### src/rtl/lru_line_cache_tag_controller_defines.svh
// ----------------------------------------------------------------------------
// LRU line cache tag controller assertion macros
// Shared concurrent assertion forms, clocked on clk and disabled in rst.
// ----------------------------------------------------------------------------
`ifndef LRU_LINE_CACHE_TAG_CONTROLLER_DEFINES_SVH
`define LRU_LINE_CACHE_TAG_CONTROLLER_DEFINES_SVH

// Same-cycle implication.
`define LRULC_ASSERT_IMPLY(label, ante, cons) \
  label: assert property (@(posedge clk) disable iff (rst) (ante) |-> (cons)) \
    else $error("lrulc assertion failed");

// Next-cycle implication.
`define LRULC_ASSERT_NEXT(label, ante, cons) \
  label: assert property (@(posedge clk) disable iff (rst) (ante) |=> (cons)) \
    else $error("lrulc assertion failed");

`endif

### src/rtl/lrulc_pkg.sv
// ----------------------------------------------------------------------------
// LRU line cache tag controller package
// Sizes, command and status codes, and structs shared by the tag controller.
// ----------------------------------------------------------------------------
package lrulc_pkg;

  localparam int LINES       = 8;
  localparam int LINE_ITEMS  = 64;
  localparam int INDEX_BITS  = 24;
  localparam int SLOT_BITS   = 3;
  localparam int OFF_BITS    = 6;
  localparam int TAG_BITS    = INDEX_BITS - OFF_BITS;
  localparam int COUNT_BITS  = 7;
  localparam int NITEMS_BITS = INDEX_BITS + 1;
  localparam int STAMP_BITS  = 32;
  localparam int CFG_IDX_BITS = 2;

  // configuration register indexes
  localparam logic [CFG_IDX_BITS-1:0] REG_READ_ONLY       = 2'd0;
  localparam logic [CFG_IDX_BITS-1:0] REG_NUMBER_OF_ITEMS = 2'd1;

  // result status codes
  localparam logic [2:0] ST_HIT     = 3'd0;
  localparam logic [2:0] ST_MISS    = 3'd1;
  localparam logic [2:0] ST_NOFREE  = 3'd2;
  localparam logic [2:0] ST_RDONLY  = 3'd3;
  localparam logic [2:0] ST_IGNORED = 3'd4;
  localparam logic [2:0] ST_DONE    = 3'd5;

  typedef enum logic [2:0] {
    FN_BEGIN_READ  = 3'd0,
    FN_END_READ    = 3'd1,
    FN_BEGIN_WRITE = 3'd2,
    FN_END_WRITE   = 3'd3,
    FN_PREFETCH    = 3'd4,
    FN_FLUSH       = 3'd5,
    FN_FILL_DONE   = 3'd6
  } func_t;

  typedef enum logic [1:0] {
    LS_FREE  = 2'd0,
    LS_INUSE = 2'd1,
    LS_FETCH = 2'd2
  } line_state_t;

  typedef struct packed {
    logic                  valid;
    line_state_t           state;
    logic                  dirty;
    logic [TAG_BITS-1:0]   tag;
    logic [STAMP_BITS-1:0] stamp;
  } line_t;

  typedef struct packed {
    logic                  alloc;
    logic                  set_state;
    logic                  set_stamp;
    logic                  set_dirty;
    logic                  clear_dirty;
    logic                  clear_all_dirty;
    logic [SLOT_BITS-1:0]  slot;
    logic [TAG_BITS-1:0]   tag;
    line_state_t           state;
    logic [STAMP_BITS-1:0] stamp;
  } line_wr_t;

  typedef struct packed {
    logic                 hit;
    logic [SLOT_BITS-1:0] hit_slot;
    logic                 hit_fetch;
    logic                 free_found;
    logic [SLOT_BITS-1:0] free_slot;
    logic [LINES-1:0]     wb_mask;
  } scan_t;

endpackage

### src/rtl/lru_line_cache_tag_controller.sv
// ----------------------------------------------------------------------------
// LRU line cache tag controller
// Tag and replacement control for a fully associative write-back line cache.
// ----------------------------------------------------------------------------
// Each command is taken in the idle state, then the controller walks the eight
// lines one per cycle through a single compare unit (tag match, oldest free
// stamp, flush candidate), decides in the exec state, works out the fill
// length in the fill state after a miss, and places the result in an output
// register. The next command is taken as soon as the result sits in the
// output register, even while that result is still stalled. A flush with
// dirty lines walks the lines a second time and emits one write-back
// transaction per dirty line that lies in the store, at most one per cycle,
// and only the final one carries last. Configuration writes are always ready
// and are meant to land while the controller is idle.
// ----------------------------------------------------------------------------
`include "lru_line_cache_tag_controller_defines.svh"

module lru_line_cache_tag_controller import lrulc_pkg::*; (
  input  logic                    clk,
  input  logic                    rst,
  // command channel
  input  logic                    in_valid,
  output logic                    in_stall,
  input  logic [2:0]              func,
  input  logic [INDEX_BITS-1:0]   item_index,
  // result channel
  output logic                    out_valid,
  input  logic                    out_stall,
  output logic [2:0]              status,
  output logic [SLOT_BITS-1:0]    slot,
  output logic [OFF_BITS-1:0]     item_offset,
  output logic                    must_wait,
  output logic                    writeback_valid,
  output logic [INDEX_BITS-1:0]   writeback_base,
  output logic [COUNT_BITS-1:0]   writeback_count,
  output logic                    fill_valid,
  output logic [INDEX_BITS-1:0]   fill_base,
  output logic [COUNT_BITS-1:0]   fill_count,
  output logic                    fill_async,
  output logic                    last,
  // configuration write channel
  input  logic                    cfg_valid,
  output logic                    cfg_ready,
  input  logic [CFG_IDX_BITS-1:0] cfg_index,
  input  logic [NITEMS_BITS-1:0]  cfg_data
);

  typedef enum logic [5:0] {
    S_IDLE  = 6'b000001,
    S_SCAN  = 6'b000010,
    S_EXEC  = 6'b000100,
    S_FILL  = 6'b001000,
    S_EMIT  = 6'b010000,
    S_FLUSH = 6'b100000
  } state_t;

  typedef struct packed {
    logic [2:0]            status;
    logic [SLOT_BITS-1:0]  slot;
    logic [OFF_BITS-1:0]   offset;
    logic                  must_wait;
    logic                  wb_valid;
    logic [INDEX_BITS-1:0] wb_base;
    logic [COUNT_BITS-1:0] wb_count;
    logic                  fill_valid;
    logic [INDEX_BITS-1:0] fill_base;
    logic [COUNT_BITS-1:0] fill_count;
    logic                  fill_async;
    logic                  last;
  } result_t;

  state_t                state, state_next;
  logic [SLOT_BITS-1:0]  ptr, ptr_next;
  func_t                 cmd_func;
  logic [INDEX_BITS-1:0] cmd_idx;
  result_t               res, res_next;
  result_t               out, out_next;
  logic                  out_load;
  logic [STAMP_BITS-1:0] use_counter, use_counter_next;
  logic                  fetch_pending, fetch_pending_next;
  logic [LINES-1:0]      rem_mask, rem_mask_next;
  logic                  read_only;
  logic [NITEMS_BITS-1:0] n_items;

  logic [TAG_BITS-1:0]   cmd_tag;
  logic [OFF_BITS-1:0]   cmd_off;
  logic [INDEX_BITS-1:0] cmd_base;
  logic                  out_of_range;
  logic                  out_free;
  logic                  accept;
  logic                  is_prefetch;

  logic [SLOT_BITS-1:0]  rd_slot;
  line_t                 rd_line;
  line_wr_t              wr;
  scan_t                 scan;
  logic [INDEX_BITS-1:0] clip_base;
  logic [COUNT_BITS-1:0] clip_count;

  assign cmd_tag      = cmd_idx[INDEX_BITS-1:OFF_BITS];
  assign cmd_off      = cmd_idx[OFF_BITS-1:0];
  assign cmd_base     = {cmd_tag, OFF_BITS'(0)};
  assign out_of_range = {1'b0, cmd_idx} >= n_items;
  assign is_prefetch  = (cmd_func == FN_PREFETCH);
  assign out_free     = !out_valid || !out_stall;
  assign in_stall     = (state != S_IDLE);
  assign accept       = in_valid && !in_stall;
  assign cfg_ready    = 1'b1;

  // The read port follows the walk pointer, except in the decide cycle where
  // it points at the replacement victim.
  assign rd_slot   = (state == S_EXEC) ? scan.free_slot : ptr;
  assign clip_base = (state == S_FILL) ? cmd_base : {rd_line.tag, OFF_BITS'(0)};

  lrulc_line_store u_store (
    .clk     (clk),
    .rst     (rst),
    .rd_slot (rd_slot),
    .rd_line (rd_line),
    .wr      (wr)
  );

  lrulc_clip_unit u_clip (
    .base    (clip_base),
    .n_items (n_items),
    .count   (clip_count)
  );

  lrulc_scan_unit u_scan (
    .clk     (clk),
    .rst     (rst),
    .clear   (accept),
    .step    (state == S_SCAN),
    .slot    (ptr),
    .line    (rd_line),
    .cmd_tag (cmd_tag),
    .clip_nz (clip_count != '0),
    .scan    (scan)
  );

  always_comb begin
    state_next         = state;
    ptr_next           = ptr;
    res_next           = res;
    out_next           = out;
    out_load           = 1'b0;
    use_counter_next   = use_counter;
    fetch_pending_next = fetch_pending;
    rem_mask_next      = rem_mask;
    wr                 = '0;

    unique case (state)
      S_IDLE: begin
        if (accept) begin
          state_next = S_SCAN;
          ptr_next   = '0;
        end
      end

      S_SCAN: begin
        // advance one line a cycle through the compare unit
        if (ptr == SLOT_BITS'(LINES - 1)) begin
          state_next = S_EXEC;
        end else begin
          ptr_next = ptr + SLOT_BITS'(1);
        end
      end

      S_EXEC: begin
        res_next      = '0;
        res_next.last = 1'b1;
        state_next    = S_EMIT;
        unique case (cmd_func) inside
          FN_BEGIN_READ, FN_BEGIN_WRITE, FN_PREFETCH: begin
            if (cmd_func == FN_BEGIN_WRITE && read_only) begin
              res_next.status = ST_RDONLY;
            end else if (out_of_range || (is_prefetch && fetch_pending)) begin
              res_next.status = ST_IGNORED;
            end else begin
              // the stamp counter advances on every access, even with no free line
              use_counter_next = use_counter + STAMP_BITS'(1);
              if (scan.hit) begin
                res_next.status    = ST_HIT;
                res_next.slot      = scan.hit_slot;
                res_next.offset    = cmd_off;
                res_next.must_wait = scan.hit_fetch && fetch_pending;
                wr.slot            = scan.hit_slot;
                wr.set_state       = 1'b1;
                wr.state           = LS_INUSE;
                wr.set_stamp       = 1'b1;
                wr.stamp           = use_counter_next;
              end else if (!scan.free_found) begin
                res_next.status = ST_NOFREE;
              end else begin
                res_next.status = ST_MISS;
                res_next.slot   = scan.free_slot;
                res_next.offset = cmd_off;
                // write back the victim first when it is dirty and in the store
                if (rd_line.valid && rd_line.dirty && clip_count != '0) begin
                  res_next.wb_valid = 1'b1;
                  res_next.wb_base  = {rd_line.tag, OFF_BITS'(0)};
                  res_next.wb_count = clip_count;
                end
                wr.slot        = scan.free_slot;
                wr.alloc       = 1'b1;
                wr.tag         = cmd_tag;
                wr.clear_dirty = 1'b1;
                wr.set_state   = 1'b1;
                wr.state       = is_prefetch ? LS_FETCH : LS_INUSE;
                wr.set_stamp   = 1'b1;
                wr.stamp       = use_counter_next;
                res_next.fill_valid = 1'b1;
                res_next.fill_base  = cmd_base;
                res_next.fill_async = is_prefetch;
                if (is_prefetch) fetch_pending_next = 1'b1;
                state_next = S_FILL;
              end
            end
          end

          FN_END_READ, FN_END_WRITE: begin
            if (cmd_func == FN_END_WRITE && read_only) begin
              res_next.status = ST_RDONLY;
            end else if (scan.hit) begin
              res_next.status = ST_HIT;
              res_next.slot   = scan.hit_slot;
              res_next.offset = cmd_off;
              wr.slot         = scan.hit_slot;
              wr.set_state    = 1'b1;
              wr.state        = LS_FREE;
              wr.set_dirty    = (cmd_func == FN_END_WRITE);
            end else begin
              res_next.status = ST_IGNORED;
            end
          end

          FN_FLUSH: begin
            // every dirty line ends clean; lines outside the store report nothing
            wr.clear_all_dirty = 1'b1;
            if (scan.wb_mask != '0) begin
              state_next    = S_FLUSH;
              ptr_next      = '0;
              rem_mask_next = scan.wb_mask;
            end else begin
              res_next.status = ST_DONE;
            end
          end

          FN_FILL_DONE: begin
            fetch_pending_next = 1'b0;
            res_next.status    = ST_DONE;
          end

          default: begin
            res_next.status = ST_IGNORED;
          end
        endcase
      end

      S_FILL: begin
        res_next.fill_count = clip_count;
        state_next          = S_EMIT;
      end

      S_EMIT: begin
        if (out_free) begin
          out_load   = 1'b1;
          out_next   = res;
          state_next = S_IDLE;
        end
      end

      S_FLUSH: begin
        if (rem_mask[ptr]) begin
          // hold on this line until the output register frees up
          if (out_free) begin
            rem_mask_next[ptr]  = 1'b0;
            out_load            = 1'b1;
            out_next            = '0;
            out_next.status     = ST_DONE;
            out_next.slot       = ptr;
            out_next.wb_valid   = 1'b1;
            out_next.wb_base    = {rd_line.tag, OFF_BITS'(0)};
            out_next.wb_count   = clip_count;
            out_next.last       = (rem_mask_next == '0);
            if (rem_mask_next == '0) begin
              state_next = S_IDLE;
            end else begin
              ptr_next = ptr + SLOT_BITS'(1);
            end
          end
        end else begin
          ptr_next = ptr + SLOT_BITS'(1);
        end
      end

      default: begin
        state_next = S_IDLE;
      end
    endcase
  end

  always_ff @(posedge clk) begin
    if (rst) begin
      state         <= S_IDLE;
      ptr           <= '0;
      out_valid     <= 1'b0;
      use_counter   <= '0;
      fetch_pending <= 1'b0;
      rem_mask      <= '0;
      read_only     <= 1'b0;
      n_items       <= '0;
    end else begin
      state         <= state_next;
      ptr           <= ptr_next;
      use_counter   <= use_counter_next;
      fetch_pending <= fetch_pending_next;
      rem_mask      <= rem_mask_next;
      if (out_load) begin
        out_valid <= 1'b1;
      end else if (!out_stall) begin
        out_valid <= 1'b0;
      end
      if (cfg_valid && cfg_ready) begin
        unique case (cfg_index)
          REG_READ_ONLY:       read_only <= cfg_data[0];
          REG_NUMBER_OF_ITEMS: n_items   <= cfg_data;
          default: ;
        endcase
      end
    end
  end

  // payload registers
  always_ff @(posedge clk) begin
    res <= res_next;
    out <= out_next;
    if (accept) begin
      cmd_func <= func_t'(func);
      cmd_idx  <= item_index;
    end
  end

  assign status          = out.status;
  assign slot            = out.slot;
  assign item_offset     = out.offset;
  assign must_wait       = out.must_wait;
  assign writeback_valid = out.wb_valid;
  assign writeback_base  = out.wb_base;
  assign writeback_count = out.wb_count;
  assign fill_valid      = out.fill_valid;
  assign fill_base       = out.fill_base;
  assign fill_count      = out.fill_count;
  assign fill_async      = out.fill_async;
  assign last            = out.last;

  `LRULC_ASSERT_NEXT(a_accept_starts_walk, accept, state == S_SCAN && ptr == '0)
  `LRULC_ASSERT_NEXT(a_walk_ends_in_exec, state == S_SCAN && ptr == SLOT_BITS'(LINES - 1), state == S_EXEC)
  `LRULC_ASSERT_IMPLY(a_flush_has_work, state == S_FLUSH, rem_mask != '0)
  `LRULC_ASSERT_NEXT(a_emit_loads_output, state == S_EMIT && out_free, out_valid && state == S_IDLE)
  `LRULC_ASSERT_IMPLY(a_miss_has_fill, out_valid && status == ST_MISS, fill_valid)

endmodule

### src/rtl/lrulc_line_store.sv
// ----------------------------------------------------------------------------
// LRU line cache line store
// Per-line tag, valid, status, dirty and stamp with one read and one write port.
// ----------------------------------------------------------------------------
module lrulc_line_store import lrulc_pkg::*; (
  input  logic                 clk,
  input  logic                 rst,
  input  logic [SLOT_BITS-1:0] rd_slot,
  output line_t                rd_line,
  input  line_wr_t             wr
);

  logic [TAG_BITS-1:0]   tag   [LINES];
  logic [STAMP_BITS-1:0] stamp [LINES];
  line_state_t           state [LINES];
  logic [LINES-1:0]      valid;
  logic [LINES-1:0]      dirty;

  always_comb begin
    rd_line.valid = valid[rd_slot];
    rd_line.state = state[rd_slot];
    rd_line.dirty = dirty[rd_slot];
    rd_line.tag   = tag[rd_slot];
    rd_line.stamp = stamp[rd_slot];
  end

  always_ff @(posedge clk) begin
    if (rst) begin
      valid <= '0;
      dirty <= '0;
      for (int i = 0; i < LINES; i++) begin
        tag[i]   <= '0;
        stamp[i] <= '0;
        state[i] <= LS_FREE;
      end
    end else begin
      for (int i = 0; i < LINES; i++) begin
        if (wr.clear_all_dirty) begin
          dirty[i] <= 1'b0;
        end else if (wr.slot == SLOT_BITS'(i)) begin
          if (wr.clear_dirty) dirty[i] <= 1'b0;
          if (wr.set_dirty)   dirty[i] <= 1'b1;
        end
        if (wr.slot == SLOT_BITS'(i)) begin
          if (wr.alloc) begin
            tag[i]   <= wr.tag;
            valid[i] <= 1'b1;
          end
          if (wr.set_state) state[i] <= wr.state;
          if (wr.set_stamp) stamp[i] <= wr.stamp;
        end
      end
    end
  end

endmodule

### src/rtl/lrulc_clip_unit.sv
// ----------------------------------------------------------------------------
// LRU line cache clip unit
// Item count of a line starting at base, clipped at the end of the store.
// ----------------------------------------------------------------------------
module lrulc_clip_unit import lrulc_pkg::*; (
  input  logic [INDEX_BITS-1:0]  base,
  input  logic [NITEMS_BITS-1:0] n_items,
  output logic [COUNT_BITS-1:0]  count
);

  logic [NITEMS_BITS-1:0] base_ext;
  logic [NITEMS_BITS-1:0] remain;

  always_comb begin
    base_ext = {1'b0, base};
    remain   = n_items - base_ext;
    if (base_ext >= n_items) begin
      count = '0;
    end else if (remain < NITEMS_BITS'(LINE_ITEMS)) begin
      count = remain[COUNT_BITS-1:0];
    end else begin
      count = COUNT_BITS'(LINE_ITEMS);
    end
  end

endmodule

### src/rtl/lrulc_scan_unit.sv
// ----------------------------------------------------------------------------
// LRU line cache scan unit
// Compare one line per step: tag hit, oldest free line, flush candidates.
// ----------------------------------------------------------------------------
module lrulc_scan_unit import lrulc_pkg::*; (
  input  logic                 clk,
  input  logic                 rst,
  input  logic                 clear,
  input  logic                 step,
  input  logic [SLOT_BITS-1:0] slot,
  input  line_t                line,
  input  logic [TAG_BITS-1:0]  cmd_tag,
  input  logic                 clip_nz,
  output scan_t                scan
);

  logic [STAMP_BITS-1:0] best_stamp;

  always_ff @(posedge clk) begin
    if (rst || clear) begin
      scan <= '0;
    end else if (step) begin
      // first matching valid line wins
      if (!scan.hit && line.valid && line.tag == cmd_tag) begin
        scan.hit       <= 1'b1;
        scan.hit_slot  <= slot;
        scan.hit_fetch <= (line.state == LS_FETCH);
      end
      // strictly older stamp replaces, so ties keep the lower slot
      if (line.state == LS_FREE && (!scan.free_found || line.stamp < best_stamp)) begin
        scan.free_found <= 1'b1;
        scan.free_slot  <= slot;
        best_stamp      <= line.stamp;
      end
      scan.wb_mask[slot] <= line.valid && line.dirty && clip_nz;
    end
  end

endmodule
### config.mk
export PLATFORM = sky130hd
export DESIGN_NAME = lru_line_cache_tag_controller
export DESIGN_NICKNAME = d
export VERILOG_FILES = /design/src/rtl/lrulc_pkg.sv /design/src/rtl/lru_line_cache_tag_controller.sv /design/src/rtl/lrulc_line_store.sv /design/src/rtl/lrulc_clip_unit.sv /design/src/rtl/lrulc_scan_unit.sv
export VERILOG_INCLUDE_DIRS = /design/src /design/src/rtl
export SDC_FILE = /design/constraint.sdc
export NUM_CORES = 1
export LEC_CHECK = 0
export ABC_AREA = 1
export BUFFER_PORTS_ARGS = -buffer_cell sky130_fd_sc_hd__buf_2
export CORE_MARGIN = 1
export CORE_UTILIZATION = 43
export DETAILED_ROUTE_END_ITERATION = 8
export GPL_TIMING_DRIVEN = 0
export SLEW_MARGIN = 10
export SYNTH_ARGS = -nofsm -noshare
export SYNTH_HDL_FRONTEND = slang
export SYNTH_SLANG_ARGS = --single-unit
### constraint.sdc
create_clock -name clk -period 8.6 [get_ports clk]
set_input_delay 1.72 -clock clk [delete_from_list [all_inputs] [get_ports clk]]
set_output_delay 1.72 -clock clk [all_outputs]
set_load 0.005 [all_outputs]
==> metrics.md <==
| Metric | Value |
|---|---|
| Post-synth ARST share | 0% |
| Final nets | 3,740 |
| Post-CTS Resized | 0 |
| Max Cap Viol | 0 |
| Synthesized area | 33,300 sq um |
| CTS Hold Bufs | 0 |
| GR Overflow Total | 0 |
| Leakage | 14.4 nW |
| Area contributors post-synth | edfxtp_1 (55%), nor2_1 (7.6%), dfxtp_1 (6.6%) |
| Peak supply drop | 134 uV |
| Syn-to-layout area delta | 14.6% |
| GP Congestion | 0.915 |
| Routed via count | 25,500 |
| Setup crit start kind | register |
| Clock Tree Buf Depth | 3 |
| Htree depth | 3 |
| CTS Root Cell | clkbuf_16 |
| Post-synth top flop | edfxtp_1 |
| TritonCTS Buffers | 79 |
| CP max FO | 17 |
| # IOs | 141 |
| Hold Crit Class | register to register |
| CTS Sinks | 718 |
| Synth top cells by count | nor2_1 (677), edfxtp_1 (608), nand2_1 (386) |
| Largest net degree at the start of global routing | 48 |
| Mapped Cells | 3,373 |
| DR pass1 iterations | 5 |
| Die area | 78,600 sq um |
| Routed Antenna Nets | 0 |
| Outcome | completed |
| Tcrit/Tclk final | 78.0% |
| Initial Util | 43.6% |
| Synth cell types | 62 |
| Slew Viols, Final | 0 |
| PwrDens | 200 nW/um^2 |
| Post-synth EDFFs | 608 |
| CP arrival | 7030 ps |
| Routed WL | 101,000 um |
| Final hold vios | 0 |
| Setup TNS | 0 ps |
| Worst-Margin Slew | 1250 ps |
| Syn. warnings | 0 |
| Crit path time final | 6710 ps |
| I/O Buffers | 127 |
| Clock slew at reported path FFs | 60 ps |
| Core area | 76,300 sq um |
| Critical Path End Type | register |
| Share of the synthesized area in the top cell type | 54.8% |
| DRC violations left | 0 |
| Worst endpoint required time | 8920 ps |
| Initial antenna violation count | 1 |
| Die Span X | 280 um |
| FILL cells | 7,166 |
| HPWL Detailed | 71,100 um |
| Setup Skew | 32.3 ps |
| Die height | 280 um |
| First-pass GRT wire length | 151,000 um |
| Yosys reg bits | 718 |
| CTS tree | done |
| Worst skew pair latency | 650 ps |
| Row count | 101 |
| Total Routing Usage GR | 25.7% |
| Drt wl/cell | 21.5 um |
| Register area share after synthesis | 61.4% |
| RSZ-0062 raised after global routing | false |
| Synthesized area per cell | 9.88 sq um |
| Rel. slew slack | 15.8% |
| Post-CTS setup buffer count | 0 |
| Layout cells sized above 1 | 10.2% |
| Tot Pwr | 0.00763 W |
| Iteration-0 DRC Markers | 2,650 |
| # setup viols final | 0 |
| Vias in the first global route | 24,400 |
| Leading area contributor after synthesis | edfxtp_1 |
| Critical path type | register to register |
| DR vias/cell | 5.44 |
| Max Fclk | 149 MHz |
| Most frequent cell after synthesis | nor2_1 |
==> layer usage <==
metal  vias to the layer above  wire (um)  track usage (%)
li1                      12000          -                -
met1                     12400      44300             35.8
met2                       943      46800             41.4
met3                       191       6610             3.19
met4                         0       3360             9.19
met5                         -          0                0
==> placed cells by master, fill, tap and decap left out, drive strengths merged, types with 35 or more instances in the layout <==
| master | synthesis | routed |
|---|---|---|
| nor2 | 687 | 687 |
| edfxtp | 608 | 608 |
| nand2 | 393 | 393 |
| inv | 355 | 357 |
| o21ai | 343 | 343 |
| buf | 70 | 209 |
| clkbuf | 105 | 206 |
| a21oi | 160 | 160 |
| dfxtp | 110 | 110 |
| nand3 | 101 | 101 |
| o21bai | 80 | 80 |
| ha | 76 | 76 |
| o22ai | 41 | 41 |
| xor2 | 38 | 38 |
| clkinv | 4 | 37 |
| a31oi | 35 | 35 |
==> power breakdown <==
group | internal, W | switching, W | total (W)
Clock | 0.00182 | 0.00146 | 0.00328
Combinational | 0.000142 | 0.000316 | 0.000457
Sequential | 0.00385 | 0.0000420 | 0.00390
Total | 0.00582 | 0.00181 | 0.00763
==> through the flow <==
| step | std cells | worst slack, ps | instance area (sq um) | util (%) | hold slack [ps] |
|---|---|---|---|---|---|
| after floorplan | 3384 | 2650 | 33400 | - | 430 |
| after global placement | 4541 | -1500 | 35300 | 46.2 | 437 |
| after detailed placement | 4553 | 1940 | 35700 | 46.7 | 442 |
| after CTS | 4693 | 1910 | 38200 | 50.0 | 451 |
| after global routing | 4694 | 1600 | 38200 | 50.0 | 472 |
| final | 4694 | 1890 | 38200 | 50.0 | 451 |
==> worst max-delay path: stages (launching register included) <==
cell	delay, ps
dfxtp_1	400
inv_2	60
nor2_4	120
nand3_4	160
o21ai_1	390
buf_2	450
buf_4	320
clkbuf_1	800
clkbuf_1	600
nor2_1	140
a31oi_1	460
ha_1	350
a21oi_1	140
nor2_1	50
a211oi_1	230
o221ai_1	160
a21oi_1	130
nand2_1	180
nand2_1	250
nand2_1	150
nor2_4	550
buf_16	250
==> sequential cells by signal, indices dropped and copies added (netlist names), 16 cells and up <==
name and count:
u_store.stamp 256, u_store.tag 144, res 66, u_scan.best_stamp 32
use_counter 32, n_items 25, cmd_idx 24, fill_base 18
writeback_base 18, u_scan.scan 17, u_store.state 16
==> logic make-up after synthesis <==
| kind of cell | after synthesis | share of synthesized area, % |
|---|---|---|
| compound gates | 718 | 12.3 |
| xor+xnor | 40 | 1.05 |
| fa+ha+maj | 77 | 2.91 |
| buf+inv | 534 | 6.46 |
| flops | 718 | 61.4 |
| other cells | 2 | 0.0225 |
| simple gates | 1284 | 15.9 |
==> worst paths after layout <==
path	start	end	slack [ps]	cells after the start
max	state[2]$_SDFFE_PP0P_	u_scan.best_stamp[7]$_DFFE_PP_	1890	21
min	u_store.valid[7]$_SDFFE_PP0P_	u_store.valid[7]$_SDFFE_PP0P_	450	2
max reg2reg	state[2]$_SDFFE_PP0P_	u_scan.best_stamp[7]$_DFFE_PP_	1890	21
min reg2reg	u_store.valid[7]$_SDFFE_PP0P_	u_store.valid[7]$_SDFFE_PP0P_	450	2
==> cell type report <==
class,instances,area [sq um],share of cell area [%]
Clock inverter,39,364,0.954
Sequential cell,718,20500,53.6
Timing Repair Buffer,139,913,2.39
Buffer,175,806,2.11
Inverter,359,1350,3.54
Multi-Input combinational cell,2132,10900,28.5
Antenna cell,1,2.50,0.00656
Clock buffer,101,2120,5.56
Tap cell,1030,1290,3.38
No activity file was read; power rests on OpenSTA's default activity.
